===== src/pipw_pkg.sv =====
`default_nettype none
// ----------------------------------------------------------------------------
// pipw_pkg
// Shared types and constants of the winding-number point-in-polygon block.
// ----------------------------------------------------------------------------
package pipw_pkg;

  // Fixed widths of the channel fields.
  localparam int IDX_W   = 6;
  localparam int FIELD_W = 16;
  localparam int COUNT_W = 7;
  localparam int WIND_W  = 8;

  // Defaults for the top-level parameters.
  localparam int MAX_VERTICES_DEF = 64;
  localparam int COORD_BITS_DEF   = 16;

  // Request codes.
  localparam logic REQ_LOAD  = 1'b0;
  localparam logic REQ_QUERY = 1'b1;

  typedef enum logic [1:0] {
    ST_IDLE,
    ST_WALK,
    ST_DRAIN,
    ST_OUT
  } pipw_state_t;

  // Status of the edge test pipeline towards the sequencer.
  typedef struct packed {
    logic valid;
    logic inc;
    logic dec;
    logic busy;
  } pipw_edge_stat_t;

endpackage : pipw_pkg
`default_nettype wire


===== src/pipw_ram.sv =====
`default_nettype none
// ----------------------------------------------------------------------------
// pipw_ram
// Generic simple dual-port RAM: one write port, one read port, registered read.
// ----------------------------------------------------------------------------
module pipw_ram #(
  parameter int WIDTH = 32,
  parameter int DEPTH = 64
) (
  input  wire logic                     clk,
  input  wire logic                     wr_en,
  input  wire logic [$clog2(DEPTH)-1:0] wr_addr,
  input  wire logic [WIDTH-1:0]         wr_data,
  input  wire logic                     rd_en,
  input  wire logic [$clog2(DEPTH)-1:0] rd_addr,
  output logic      [WIDTH-1:0]         rd_data
);

  logic [WIDTH-1:0] mem_r [DEPTH];
  logic [WIDTH-1:0] rd_data_r;

  always_ff @(posedge clk) begin
    if (wr_en) begin
      mem_r[wr_addr] <= wr_data;
    end
    if (rd_en) begin
      rd_data_r <= mem_r[rd_addr];
    end
  end

  assign rd_data = rd_data_r;

endmodule : pipw_ram
`default_nettype wire


===== src/pipw_edge.sv =====
`default_nettype none
// ----------------------------------------------------------------------------
// pipw_edge
// Three-stage edge test: crossing direction, exact cross product sign, and
// the resulting step of the winding number.
// ----------------------------------------------------------------------------
module pipw_edge
  import pipw_pkg::*;
#(
  parameter int COORD_BITS = COORD_BITS_DEF
) (
  input  wire logic                         clk,
  input  wire logic                         rst_n,
  input  wire logic                         edge_vld,
  input  wire logic signed [COORD_BITS-1:0] cur_x,
  input  wire logic signed [COORD_BITS-1:0] cur_y,
  input  wire logic signed [COORD_BITS-1:0] nxt_x,
  input  wire logic signed [COORD_BITS-1:0] nxt_y,
  input  wire logic signed [COORD_BITS-1:0] pt_x,
  input  wire logic signed [COORD_BITS-1:0] pt_y,
  output pipw_edge_stat_t                   stat
);

  localparam int DW = COORD_BITS + 1;
  localparam int PW = 2 * DW;
  localparam int CRW = PW + 1;

  // Stage 1: differences and crossing direction.
  logic                 s1_vld_r;
  logic                 s1_up_r, s1_dn_r;
  logic signed [DW-1:0] s1_dxe_r, s1_dyp_r, s1_dye_r, s1_dxp_r;
  logic signed [DW-1:0] dxe_nxt, dyp_nxt, dye_nxt, dxp_nxt;
  logic                 up_nxt, dn_nxt;

  // Stage 2: the two products.
  logic                 s2_vld_r;
  logic                 s2_up_r, s2_dn_r;
  logic signed [PW-1:0] s2_pa_r, s2_pb_r;
  logic signed [PW-1:0] pa_nxt, pb_nxt;

  // Stage 3: sign of the cross product and the step.
  logic                  res_vld_r, res_inc_r, res_dec_r;
  logic signed [CRW-1:0] cr;
  logic                  cr_pos, cr_neg;

  always_comb begin
    dxe_nxt = DW'(nxt_x) - DW'(cur_x);
    dyp_nxt = DW'(pt_y) - DW'(cur_y);
    dye_nxt = DW'(nxt_y) - DW'(cur_y);
    dxp_nxt = DW'(pt_x) - DW'(cur_x);
    up_nxt  = (cur_y <= pt_y) && (nxt_y > pt_y);
    dn_nxt  = (cur_y > pt_y) && (nxt_y <= pt_y);
  end

  assign pa_nxt = PW'(s1_dxe_r) * PW'(s1_dyp_r);
  assign pb_nxt = PW'(s1_dye_r) * PW'(s1_dxp_r);

  always_comb begin
    cr     = CRW'(s2_pa_r) - CRW'(s2_pb_r);
    cr_neg = cr[CRW-1];
    cr_pos = !cr[CRW-1] && (cr != '0);
  end

  always_ff @(posedge clk) begin
    if (!rst_n) begin
      s1_vld_r  <= 1'b0;
      s2_vld_r  <= 1'b0;
      res_vld_r <= 1'b0;
    end else begin
      s1_vld_r  <= edge_vld;
      s2_vld_r  <= s1_vld_r;
      res_vld_r <= s2_vld_r;
    end
  end

  always_ff @(posedge clk) begin
    s1_dxe_r  <= dxe_nxt;
    s1_dyp_r  <= dyp_nxt;
    s1_dye_r  <= dye_nxt;
    s1_dxp_r  <= dxp_nxt;
    s1_up_r   <= up_nxt;
    s1_dn_r   <= dn_nxt;
    s2_pa_r   <= pa_nxt;
    s2_pb_r   <= pb_nxt;
    s2_up_r   <= s1_up_r;
    s2_dn_r   <= s1_dn_r;
    // A zero cross product means the point lies on the edge and never counts.
    res_inc_r <= s2_up_r && cr_pos;
    res_dec_r <= s2_dn_r && cr_neg;
  end

  always_comb begin
    stat.valid = res_vld_r;
    stat.inc   = res_inc_r;
    stat.dec   = res_dec_r;
    stat.busy  = s1_vld_r || s2_vld_r || res_vld_r;
  end

endmodule : pipw_edge
`default_nettype wire


===== src/point_in_polygon_winding.sv =====
`default_nettype none
// ----------------------------------------------------------------------------
// point_in_polygon_winding
// Winding-number point-in-polygon test over a polygon held in a vertex RAM.
// ----------------------------------------------------------------------------
// Usage:
//   The input channel carries load and query transfers. A load writes one
//   vertex into the RAM in the cycle it is accepted, if its index is below
//   MAX_VERTICES, and gives no result. A query walks every edge of the
//   polygon, closing edge included, and gives one result transfer with the
//   winding number and the inside flag. cfg_wr_en/cfg_wr_data set the number
//   of vertices in use; write it only while no query is in progress.
// Timing:
//   A load is accepted without stalling the input. A query holds the input
//   stalled while it walks the polygon: one vertex is read per cycle from
//   the single RAM read port, the last and the closing edge pass through
//   the three-stage edge pipeline into the accumulator, and the result is
//   then loaded into the output register once that register can take it.
//   out_valid rises at the edge where in_stall falls.
// Stalls and reset:
//   A pending result stays in the output register while out_stall is high;
//   loads are still accepted meanwhile, and a finished query waits for the
//   register to empty before it is written. Reset clears the control state
//   and the vertex count but not the RAM: vertices read before being written
//   give no defined answer.
// ----------------------------------------------------------------------------
module point_in_polygon_winding
  import pipw_pkg::*;
#(
  parameter int MAX_VERTICES = MAX_VERTICES_DEF,
  parameter int COORD_BITS   = COORD_BITS_DEF
) (
  input  wire logic                      clk,
  input  wire logic                      rst_n,
  input  wire logic                      cfg_wr_en,
  input  wire logic        [COUNT_W-1:0] cfg_wr_data,
  input  wire logic                      in_valid,
  output logic                           in_stall,
  input  wire logic                      in_req_type,
  input  wire logic        [IDX_W-1:0]   in_vertex_index,
  input  wire logic signed [FIELD_W-1:0] in_coord_x,
  input  wire logic signed [FIELD_W-1:0] in_coord_y,
  output logic                           out_valid,
  input  wire logic                      out_stall,
  output logic                           out_inside_res,
  output logic signed      [WIND_W-1:0]  out_winding
);

  localparam int AW   = $clog2(MAX_VERTICES);
  localparam int CW   = $clog2(MAX_VERTICES + 1);
  localparam int ACCW = CW + 1;
  localparam int VW   = 2 * COORD_BITS;

  pipw_state_t state_r, state_nxt;

  logic [COUNT_W-1:0] cfg_vertex_count_r;

  logic                           in_acc, load_acc, query_acc, slot_ok, mem_we;
  logic [CW-1:0]                  count_lim;
  logic [CW-1:0]                  n_r, cnt_r, cnt_nxt;
  logic signed [COORD_BITS-1:0]   px_r, py_r;
  logic                           rd_en, rd_vld_r, rd_first_r, rd_last_r, close_r;
  logic [VW-1:0]                  wr_data, rd_data;
  logic signed [COORD_BITS-1:0]   rd_x, rd_y;
  logic signed [COORD_BITS-1:0]   first_x_r, first_y_r, prev_x_r, prev_y_r;
  logic signed [COORD_BITS-1:0]   edge_nx, edge_ny;
  logic                           edge_vld;
  pipw_edge_stat_t                edge_stat;
  logic signed [ACCW-1:0]         acc_r;
  logic signed [31:0]             acc_ext;
  logic signed [WIND_W-1:0]       wind_sat;
  logic                           out_load, out_valid_r, out_inside_res_r;
  logic signed [WIND_W-1:0]       out_winding_r;

  // Input side.
  assign in_stall  = (state_r != ST_IDLE);
  assign in_acc    = in_valid && !in_stall;
  assign load_acc  = in_acc && (in_req_type == REQ_LOAD);
  assign query_acc = in_acc && (in_req_type == REQ_QUERY);
  assign slot_ok   = (32'(in_vertex_index) < 32'(MAX_VERTICES));
  assign mem_we    = load_acc && slot_ok;
  assign wr_data   = {COORD_BITS'(in_coord_x), COORD_BITS'(in_coord_y)};

  assign count_lim = (32'(cfg_vertex_count_r) > 32'(MAX_VERTICES)) ?
                     CW'(MAX_VERTICES) : CW'(cfg_vertex_count_r);

  pipw_ram #(
    .WIDTH (VW),
    .DEPTH (MAX_VERTICES)
  ) u_vertex_ram (
    .clk     (clk),
    .wr_en   (mem_we),
    .wr_addr (AW'(in_vertex_index)),
    .wr_data (wr_data),
    .rd_en   (rd_en),
    .rd_addr (cnt_r[AW-1:0]),
    .rd_data (rd_data)
  );

  assign rd_x = rd_data[VW-1:COORD_BITS];
  assign rd_y = rd_data[COORD_BITS-1:0];

  // The closing edge runs from the last vertex back to the first one.
  assign edge_vld = (rd_vld_r && !rd_first_r) || close_r;
  assign edge_nx  = close_r ? first_x_r : rd_x;
  assign edge_ny  = close_r ? first_y_r : rd_y;

  pipw_edge #(
    .COORD_BITS (COORD_BITS)
  ) u_edge (
    .clk      (clk),
    .rst_n    (rst_n),
    .edge_vld (edge_vld),
    .cur_x    (prev_x_r),
    .cur_y    (prev_y_r),
    .nxt_x    (edge_nx),
    .nxt_y    (edge_ny),
    .pt_x     (px_r),
    .pt_y     (py_r),
    .stat     (edge_stat)
  );

  // Sequencer.
  always_comb begin
    state_nxt = state_r;
    cnt_nxt   = cnt_r;
    rd_en     = 1'b0;
    out_load  = 1'b0;
    case (state_r)
      ST_IDLE: begin
        if (query_acc) begin
          cnt_nxt   = '0;
          state_nxt = (count_lim == '0) ? ST_OUT : ST_WALK;
        end
      end
      ST_WALK: begin
        rd_en = 1'b1;
        if (cnt_r == n_r - CW'(1)) begin
          state_nxt = ST_DRAIN;
        end else begin
          cnt_nxt = cnt_r + CW'(1);
        end
      end
      ST_DRAIN: begin
        if (!rd_vld_r && !close_r && !edge_stat.busy) begin
          state_nxt = ST_OUT;
        end
      end
      ST_OUT: begin
        if (!out_valid_r || !out_stall) begin
          out_load  = 1'b1;
          state_nxt = ST_IDLE;
        end
      end
      default: begin
        state_nxt = ST_IDLE;
      end
    endcase
  end

  always_ff @(posedge clk) begin
    if (!rst_n) begin
      state_r            <= ST_IDLE;
      cfg_vertex_count_r <= '0;
      rd_vld_r           <= 1'b0;
      close_r            <= 1'b0;
      out_valid_r        <= 1'b0;
    end else begin
      state_r  <= state_nxt;
      rd_vld_r <= rd_en;
      close_r  <= rd_vld_r && rd_last_r;
      if (cfg_wr_en) begin
        cfg_vertex_count_r <= cfg_wr_data;
      end
      if (out_load) begin
        out_valid_r <= 1'b1;
      end else if (!out_stall) begin
        out_valid_r <= 1'b0;
      end
    end
  end

  always_ff @(posedge clk) begin
    cnt_r      <= cnt_nxt;
    rd_first_r <= (cnt_r == '0);
    rd_last_r  <= (cnt_r == n_r - CW'(1));
    if (query_acc) begin
      n_r   <= count_lim;
      px_r  <= COORD_BITS'(in_coord_x);
      py_r  <= COORD_BITS'(in_coord_y);
      acc_r <= '0;
    end else if (edge_stat.valid) begin
      if (edge_stat.inc) begin
        acc_r <= acc_r + ACCW'(1);
      end else if (edge_stat.dec) begin
        acc_r <= acc_r - ACCW'(1);
      end
    end
    if (rd_vld_r) begin
      prev_x_r <= rd_x;
      prev_y_r <= rd_y;
      if (rd_first_r) begin
        first_x_r <= rd_x;
        first_y_r <= rd_y;
      end
    end
    if (out_load) begin
      out_inside_res_r <= (acc_r != '0);
      out_winding_r    <= wind_sat;
    end
  end

  // Saturate the winding number to the result width.
  always_comb begin
    acc_ext = 32'(acc_r);
    if (acc_ext > 32'sd127) begin
      wind_sat = WIND_W'(32'sd127);
    end else if (acc_ext < -32'sd128) begin
      wind_sat = WIND_W'(-32'sd128);
    end else begin
      wind_sat = WIND_W'(acc_ext);
    end
  end

  assign out_valid      = out_valid_r;
  assign out_inside_res = out_inside_res_r;
  assign out_winding    = out_winding_r;

`ifndef SYNTHESIS
  a_rd_in_range: assert property (@(posedge clk) disable iff (!rst_n)
    rd_en |-> (cnt_r < n_r))
    else $error("vertex read beyond the polygon");

  a_edge_in_walk: assert property (@(posedge clk) disable iff (!rst_n)
    edge_stat.valid |-> (state_r == ST_WALK || state_r == ST_DRAIN))
    else $error("edge result outside a query walk");

  a_idle_empty: assert property (@(posedge clk) disable iff (!rst_n)
    (state_r == ST_IDLE) |-> (!rd_vld_r && !close_r && !edge_stat.busy))
    else $error("edge pipeline not empty while idle");

  a_no_overwrite: assert property (@(posedge clk) disable iff (!rst_n)
    out_load |-> (!out_valid_r || !out_stall))
    else $error("pending result overwritten");
`endif

endmodule : point_in_polygon_winding
`default_nettype wire

===== config.mk =====
export PLATFORM = sky130hd
export DESIGN_NAME = point_in_polygon_winding
export DESIGN_NICKNAME = d
export VERILOG_FILES = /design/src/pipw_pkg.sv /design/src/pipw_ram.sv /design/src/pipw_edge.sv /design/src/point_in_polygon_winding.sv
export SDC_FILE = /design/constraint.sdc
export NUM_CORES = 2
export LEC_CHECK = 0
export ABC_AREA = 0
export ABC_CLOCK_PERIOD_IN_PS = 7600
export BUFFER_PORTS_ARGS = -buffer_cell sky130_fd_sc_hd__buf_2
export CAP_MARGIN = 10
export CORE_ASPECT_RATIO = 0.5
export CORE_UTILIZATION = 50
export CTS_BUF_LIST = sky130_fd_sc_hd__clkbuf_8
export CTS_CLUSTER_SIZE = 30
export DETAILED_ROUTE_END_ITERATION = 8
export PLACE_DENSITY = 0.76
export REMOVE_ABC_BUFFERS = 1
export SYNTH_ARGS = -nofsm -noshare
export SYNTH_HDL_FRONTEND = slang
export SYNTH_SLANG_ARGS = --single-unit
export TNS_END_PERCENT = 5

===== constraint.sdc =====
create_clock -name clk -period 7.6 [get_ports clk]
set_input_delay 0.76 -clock clk [delete_from_list [all_inputs] [get_ports clk]]
set_output_delay 0.76 -clock clk [all_outputs]
set_load 0.05 [all_outputs]

# --- Word level (Yosys, flattened, before mapping) ---
# Memories as Yosys holds them, arrays and structs flattened. A register that Yosys moved wholly into a read port is not among the register bits.
# Index checks and enable logic that the tools add are counted.
classes:
  add_sub_neg: 9
  multipliers: 2
  order_cmp: 7
  n_eq_ne: 10
  muxes: 22
  bitwise: 1
  n_reduce_logical: 36
ops:
  columns: ["cell", "count"]
  rows:
  - ["$mul A17 B17 Y34", 2]
  - ["$sub A16 B16 Y17", 4]
  - ["$reduce_bool A35 Y1", 1]
  - ["$sub A34 B34 Y35", 1]
  - ["$gt A16 B16 Y1", 2]
  - ["$le A16 B16 Y1", 2]
  - ["$mux W16", 2]
  - ["$mux W8", 3]
  - ["$mux W7", 3]
  - ["$logic_not A7 Y1", 2]
  - ["$pmux W7 S2", 1]
  - ["$logic_and A1 B1 Y1", 12]
  - ["$mux W2", 5]
  - ["$ne A2 B2 Y1 const B", 5]
  - ["$add A8 B2 Y8 const B", 1]
  - ["$gt A8 B8 Y1 const B", 1]
  - ["$logic_not A1 Y1", 8]
  - ["$lt A8 B8 Y1 const B", 1]
  - ["$pmux W2 S4", 1]
  - ["$reduce_bool A8 Y1", 1]
  - ["$sub A8 B2 Y8 const B", 1]
  - ["$add A7 B1 Y7 const B", 1]
  - ["$eq A7 B7 Y1", 1]
  - ["$gt A7 B7 Y1 const B", 1]
  - ["12 further kinds", 25]
totals:
  regBits: 286
  ramBits: 2048
  input_bits: 51
  wordCells: 121
  mem_count: 1
mem_list:
  columns: ["name", "depth", "width", "rd", "rd_ports_with_merged_regs", "write_ports", "line_no", "rtl"]
  rows:
  - ["u_vertex_ram.mem_r", 64, 32, 1, 1, 1, "pipw_ram.sv:19", "logic [WIDTH-1:0] mem_r [DEPTH];"]

# --- Depth between registers and ports, before layout ---
logic_depth:
  word_depth: 6
  ltp_mapped: 25
  ltp_nobuf: 24

# --- Cells and area by module ---
# Synthesis repeated with hierarchy kept, for this count alone.
unflattened:
  cells_unflattened: 7120
  hier_area_um2: 115037.8
by_module_without_submodules:
  columns: ["mod", "instances", "cells_per_inst", "area_per_inst_um2"]
  rows:
  - ["pipw_ram", 1, 3324, 78835.6]
  - ["pipw_edge", 1, 3423, 30513.0]
  - ["point_in_polygon_winding", 1, 373, 5689.2]

# --- Worst setup path before layout ---
# No wires, ideal clock.
synth_path:
  path_kind: "flip-flop to flip-flop"
  from: "reg u_edge.s1_dyp_r[9]"
  to: "reg u_edge.s2_pa_r[33]"
  arrival_time_ns: 5.975
  required_ns: 7.479
  setup_slack_ns: 1.504
  path_stages_with_launch: 23
  path_buffers: 2
  period_less_slack_ns: 6.096
  cell_sequence: "dfxtp_1 > clkbuf_1 > clkbuf_1 > nand2_1 > fa_1 > inv_1 > fa_1 > fa_1 > fa_1 > fa_1 > inv_1 > fa_1 > inv_1 > ha_1 > a21o_1 > a2111o_1 > a2111o_1 > o211ai_1 > o31a_1 > a21oi_1 > a21oi_1 > o21ai_0 > xnor2_1"
synth_between:
  elab_chain_len: 1
synth_lines:
  columns: ["element", "line_no", "rtl"]
  rows:
  - ["start, declared", "pipw_edge.sv:31", "logic signed [DW-1:0] s1_dxe_r, s1_dyp_r, s1_dye_r, s1_dxp_r;"]
  - ["start signal, assigned", "pipw_edge.sv:78", "s1_dyp_r <= dyp_nxt;"]
  - ["$mul A17 B17 Y34", "pipw_edge.sv:55", "assign pa_nxt = PW'(s1_dxe_r) * PW'(s1_dyp_r);"]
  - ["net u_edge.pa_nxt[33]", "pipw_edge.sv:39", "logic signed [PW-1:0] pa_nxt, pb_nxt;"]
  - ["end signal, assigned", "pipw_edge.sv:83", "s2_pa_r <= pa_nxt;"]
  - ["end, declared", "pipw_edge.sv:38", "logic signed [PW-1:0] s2_pa_r, s2_pb_r;"]
# The timed path passes the listed nets, and every way through them passes these cells.
# A chain may end at the register's enable or synchronous reset.

# --- Worst setup path in the final report ---
layout_path:
  from: "reg u_edge.s1_dyp_r[2]"
  to: "reg u_edge.s2_pa_r[33]"
# Same word-level chain as after synthesis.

==> reports/qor.csv <==
metric,value,unit
hold path depth,3,
largest delay contributor family on the critical path,adder cells,
Yosys Warn Count,0,
WP depth,22,
Synth area leaders,"edfxtp_1 (58%), mux4_2 (13%), fa_1 (11%)",
Skew-Pair Late Insertion Delay,960,ps
Final #Nets,7852,
Most common cell on crit path,fa_1,
Bufs and invs on worst path,5,
top post-synthesis cells by count,"edfxtp_1 (2199), inv_1 (762), mux4_2 (672)",
Die Area,0.2300,mm²
Mean Syn Cell Area,17.16,µm²
Peak Freq,150.4,MHz
Crit Path Category,flop to flop,
most frequent cell after synthesis,edfxtp_1,
sequential fraction of the synthesis area,0.6086,
CTS Buf Count,341,
first-pass iteration count of the detailed router,5,
Seq cells post-synth,2366,
most common flop cell mapped by yosys,edfxtp_1,
status,"finished, final reports clean",
post-CTS setup buffer count,0,
max_cap viols,0,
final WL,270200,µm
Final Critical Period,6648,ps
1st-iter DRT viols,6969,
worst min-delay path class,input port to flop,
xor-xnor portion of the synthesized cell area,0.01137,
vias in the first global route,60890,
R2R depth,22,
crit path max fanout,17,
Worst Max-Slew Pin Slew,1288,ps
synthesized area,0.1140,mm²
total congestion overflow,0,
combinational family with the most area after synthesis,adder cells,
fraction of layout cells with a size suffix above 1,0.1924,
Die H,339.6,µm
fin. max-slew vios,0,
CP arrival,7400,ps
die width,677.3,µm
nature of the critical path startpoint,flop,
Final Cycle Share,0.8747,
clock transition at the registers of the reported paths,60,ps
residual DRC count,0,
CP Cell Sequence,"nand2_1, inv_1, fa_1, inv_1, fa_1, fa_1, inv_1, fa_1, fa_1, inv_1, fa_1, inv_1, ha_1, a21o_1, a2111o_1, a2111o_1, o211ai_1, o31a_1, a21oi_1, a21oi_1, o21ai_0, xnor2_1",
# H-tree levels,5,
"Distinct cells, synth",87,
global-route wire length before repair,396500,µm
post-synthesis mux area share,0.1375,
Max Buffers Root-to-Sink,4,
I/O pin count,62,
# setup viols final,0,
relative slew slack,0.1416,
Critical Path RT,8350,ps
Post-Syn Instances,6644,
top-area cell type share of the netlist area,0.5793,
number of port buffers,61,
starting density of the core,0.5049,
aggregate global-route resource usage,0.2347,
placement row count,123,
Worst Setup End Kind,flop,
clk_skew,123.7,ps
final RePlAce weighted congestion,0.8973,
Synth Area in Compound Gates,0.02309,
final number of hold-violating endpoints,0,
Avg WL per Cell,26.61,µm
via count,59900,
drt via density,5.898,
hold_buf cts,0,
RSZ-0062 raised after global routing,no,
Post-synth ARST share,0,
Final Util,0.5517,
Routed Antenna Nets,0,
dpl hpwl,165300,µm
simple-gate area share of the yosys netlist,0.04781,
core footprint,0.2258,mm²
Adder-Cell Fraction of Synth Area,0.1378,
Post-synth EDFFs,2199,
biggest area consumer among synthesized cells,edfxtp_1,
area added between synthesis and finish,9.275,%
largest net degree at the start of global routing,136,
post-CTS sizing,0,
CTS Sinks,2366,
initial antenna violation count,21,
slowest library cell on the worst path,dfxtp_1,
CTS tree,done,
root buffer cell,clkbuf_8,
worst stage delay on the critical path,710,ps
==> placed cells by master (no fill, tap or decap), types with 120 or more instances in the layout <==
cell type,netlist,final
edfxtp_1,2199,2199
inv_1,762,876
mux4_2,672,672
fa_1,598,598
clkbuf_8,0,358
nand2_1,339,339
and2_1,310,310
ha_1,299,298
dfxtp_1,167,165
nor2_1,213,149
a21oi_1,125,125
xnor2_1,120,120
==> routing by layer <==
| metal | vias up | track usage | part of all wire |
|---|---|---|---|
| li1 | 25150 | - | - |
| met1 | 31040 | 0.3264 | 0.39 |
| met2 | 3239 | 0.3569 | 0.45 |
| met3 | 462 | 0.07143 | 0.12 |
| met4 | 6 | 0.07887 | 0.035 |
| met5 | - | 0 | 0.00015 |
==> cell type report <==
type	instances	area [µm²]
antenna	7	17.52
clock buffer	358	4927
clock inverter	229	1100
fill	16780	101200
inverter	763	2864
multi-input combinational	3260	41250
sequential	2366	69380
tap	3000	3754
timing repair buffer	172	1276
==> worst paths after layout <==
path | startpoint | to | slack [ps]
worst min register to register | u_edge.s1_dn_r | u_edge.s2_dn_r | 340
worst min-delay path | cfg_wr_data[6] | cfg_vertex_count_r[6] | 140
worst max-delay path | u_edge.s1_dyp_r[2] | u_edge.s2_pa_r[33] | 950
worst max register to register | u_edge.s1_dyp_r[2] | u_edge.s2_pa_r[33] | 950
==> per-stage QoR <==
step / std cells / worst slack [ps] / hold slack [ps] / cell area [µm²] / setup TNS, ps
after floorplan: 6389 / -13920 / 309.6 / 113000 / -674490
after detailed placement: 9561 / 944.7 / 315.0 / 118500 / 0
after global placement: 9561 / 1033 / 310.1 / 118500 / 0
after CTS: 10150 / 965.3 / 66.06 / 124500 / 0
final: 10160 / 952.1 / 142.2 / 124600 / 0
after global routing: 10150 / 544.6 / 99.93 / 124600 / 0
==> worst register-to-register path: stages (launching register included) <==
cell and delay (ps):
dfxtp_1 710, nand2_1 210, inv_1 160, fa_1 430
inv_1 90, fa_1 430, fa_1 520, inv_1 50
fa_1 490, fa_1 560, inv_1 80, fa_1 480
inv_1 40, ha_1 340, a21o_1 200, a2111o_1 400
a2111o_1 360, o211ai_1 210, o31a_1 240, a21oi_1 70
a21oi_1 220, o21ai_0 130, xnor2_1 130
==> registers in the layout (all words and copies together), names as in the netlist, 17 cells and up <==
name                  flops
u_edge.s2_pa_r           34
u_edge.s1_dye_r          17
u_edge.s1_dxe_r          17
u_vertex_ram.rd_data     32
u_edge.s2_pb_r           34
u_vertex_ram.mem_r     2048
u_edge.s1_dxp_r          17
u_edge.s1_dyp_r          17
==> cells by family (layout without fill, tap and decap cells) <==
group	after synthesis	count (layout)
AO/OA/AOI/OAI	396	396
XOR/XNOR	148	148
adder cells (fa/ha/maj)	897	897
buffers and inverters	1018	1522
flip-flops	2366	2366
multiplexers	722	722
other	0	7
AND/OR/NAND/NOR	1097	1097
Power is not shown: default switching activity piles up to over one toggle a cycle in this logic, so the estimate is an artifact.
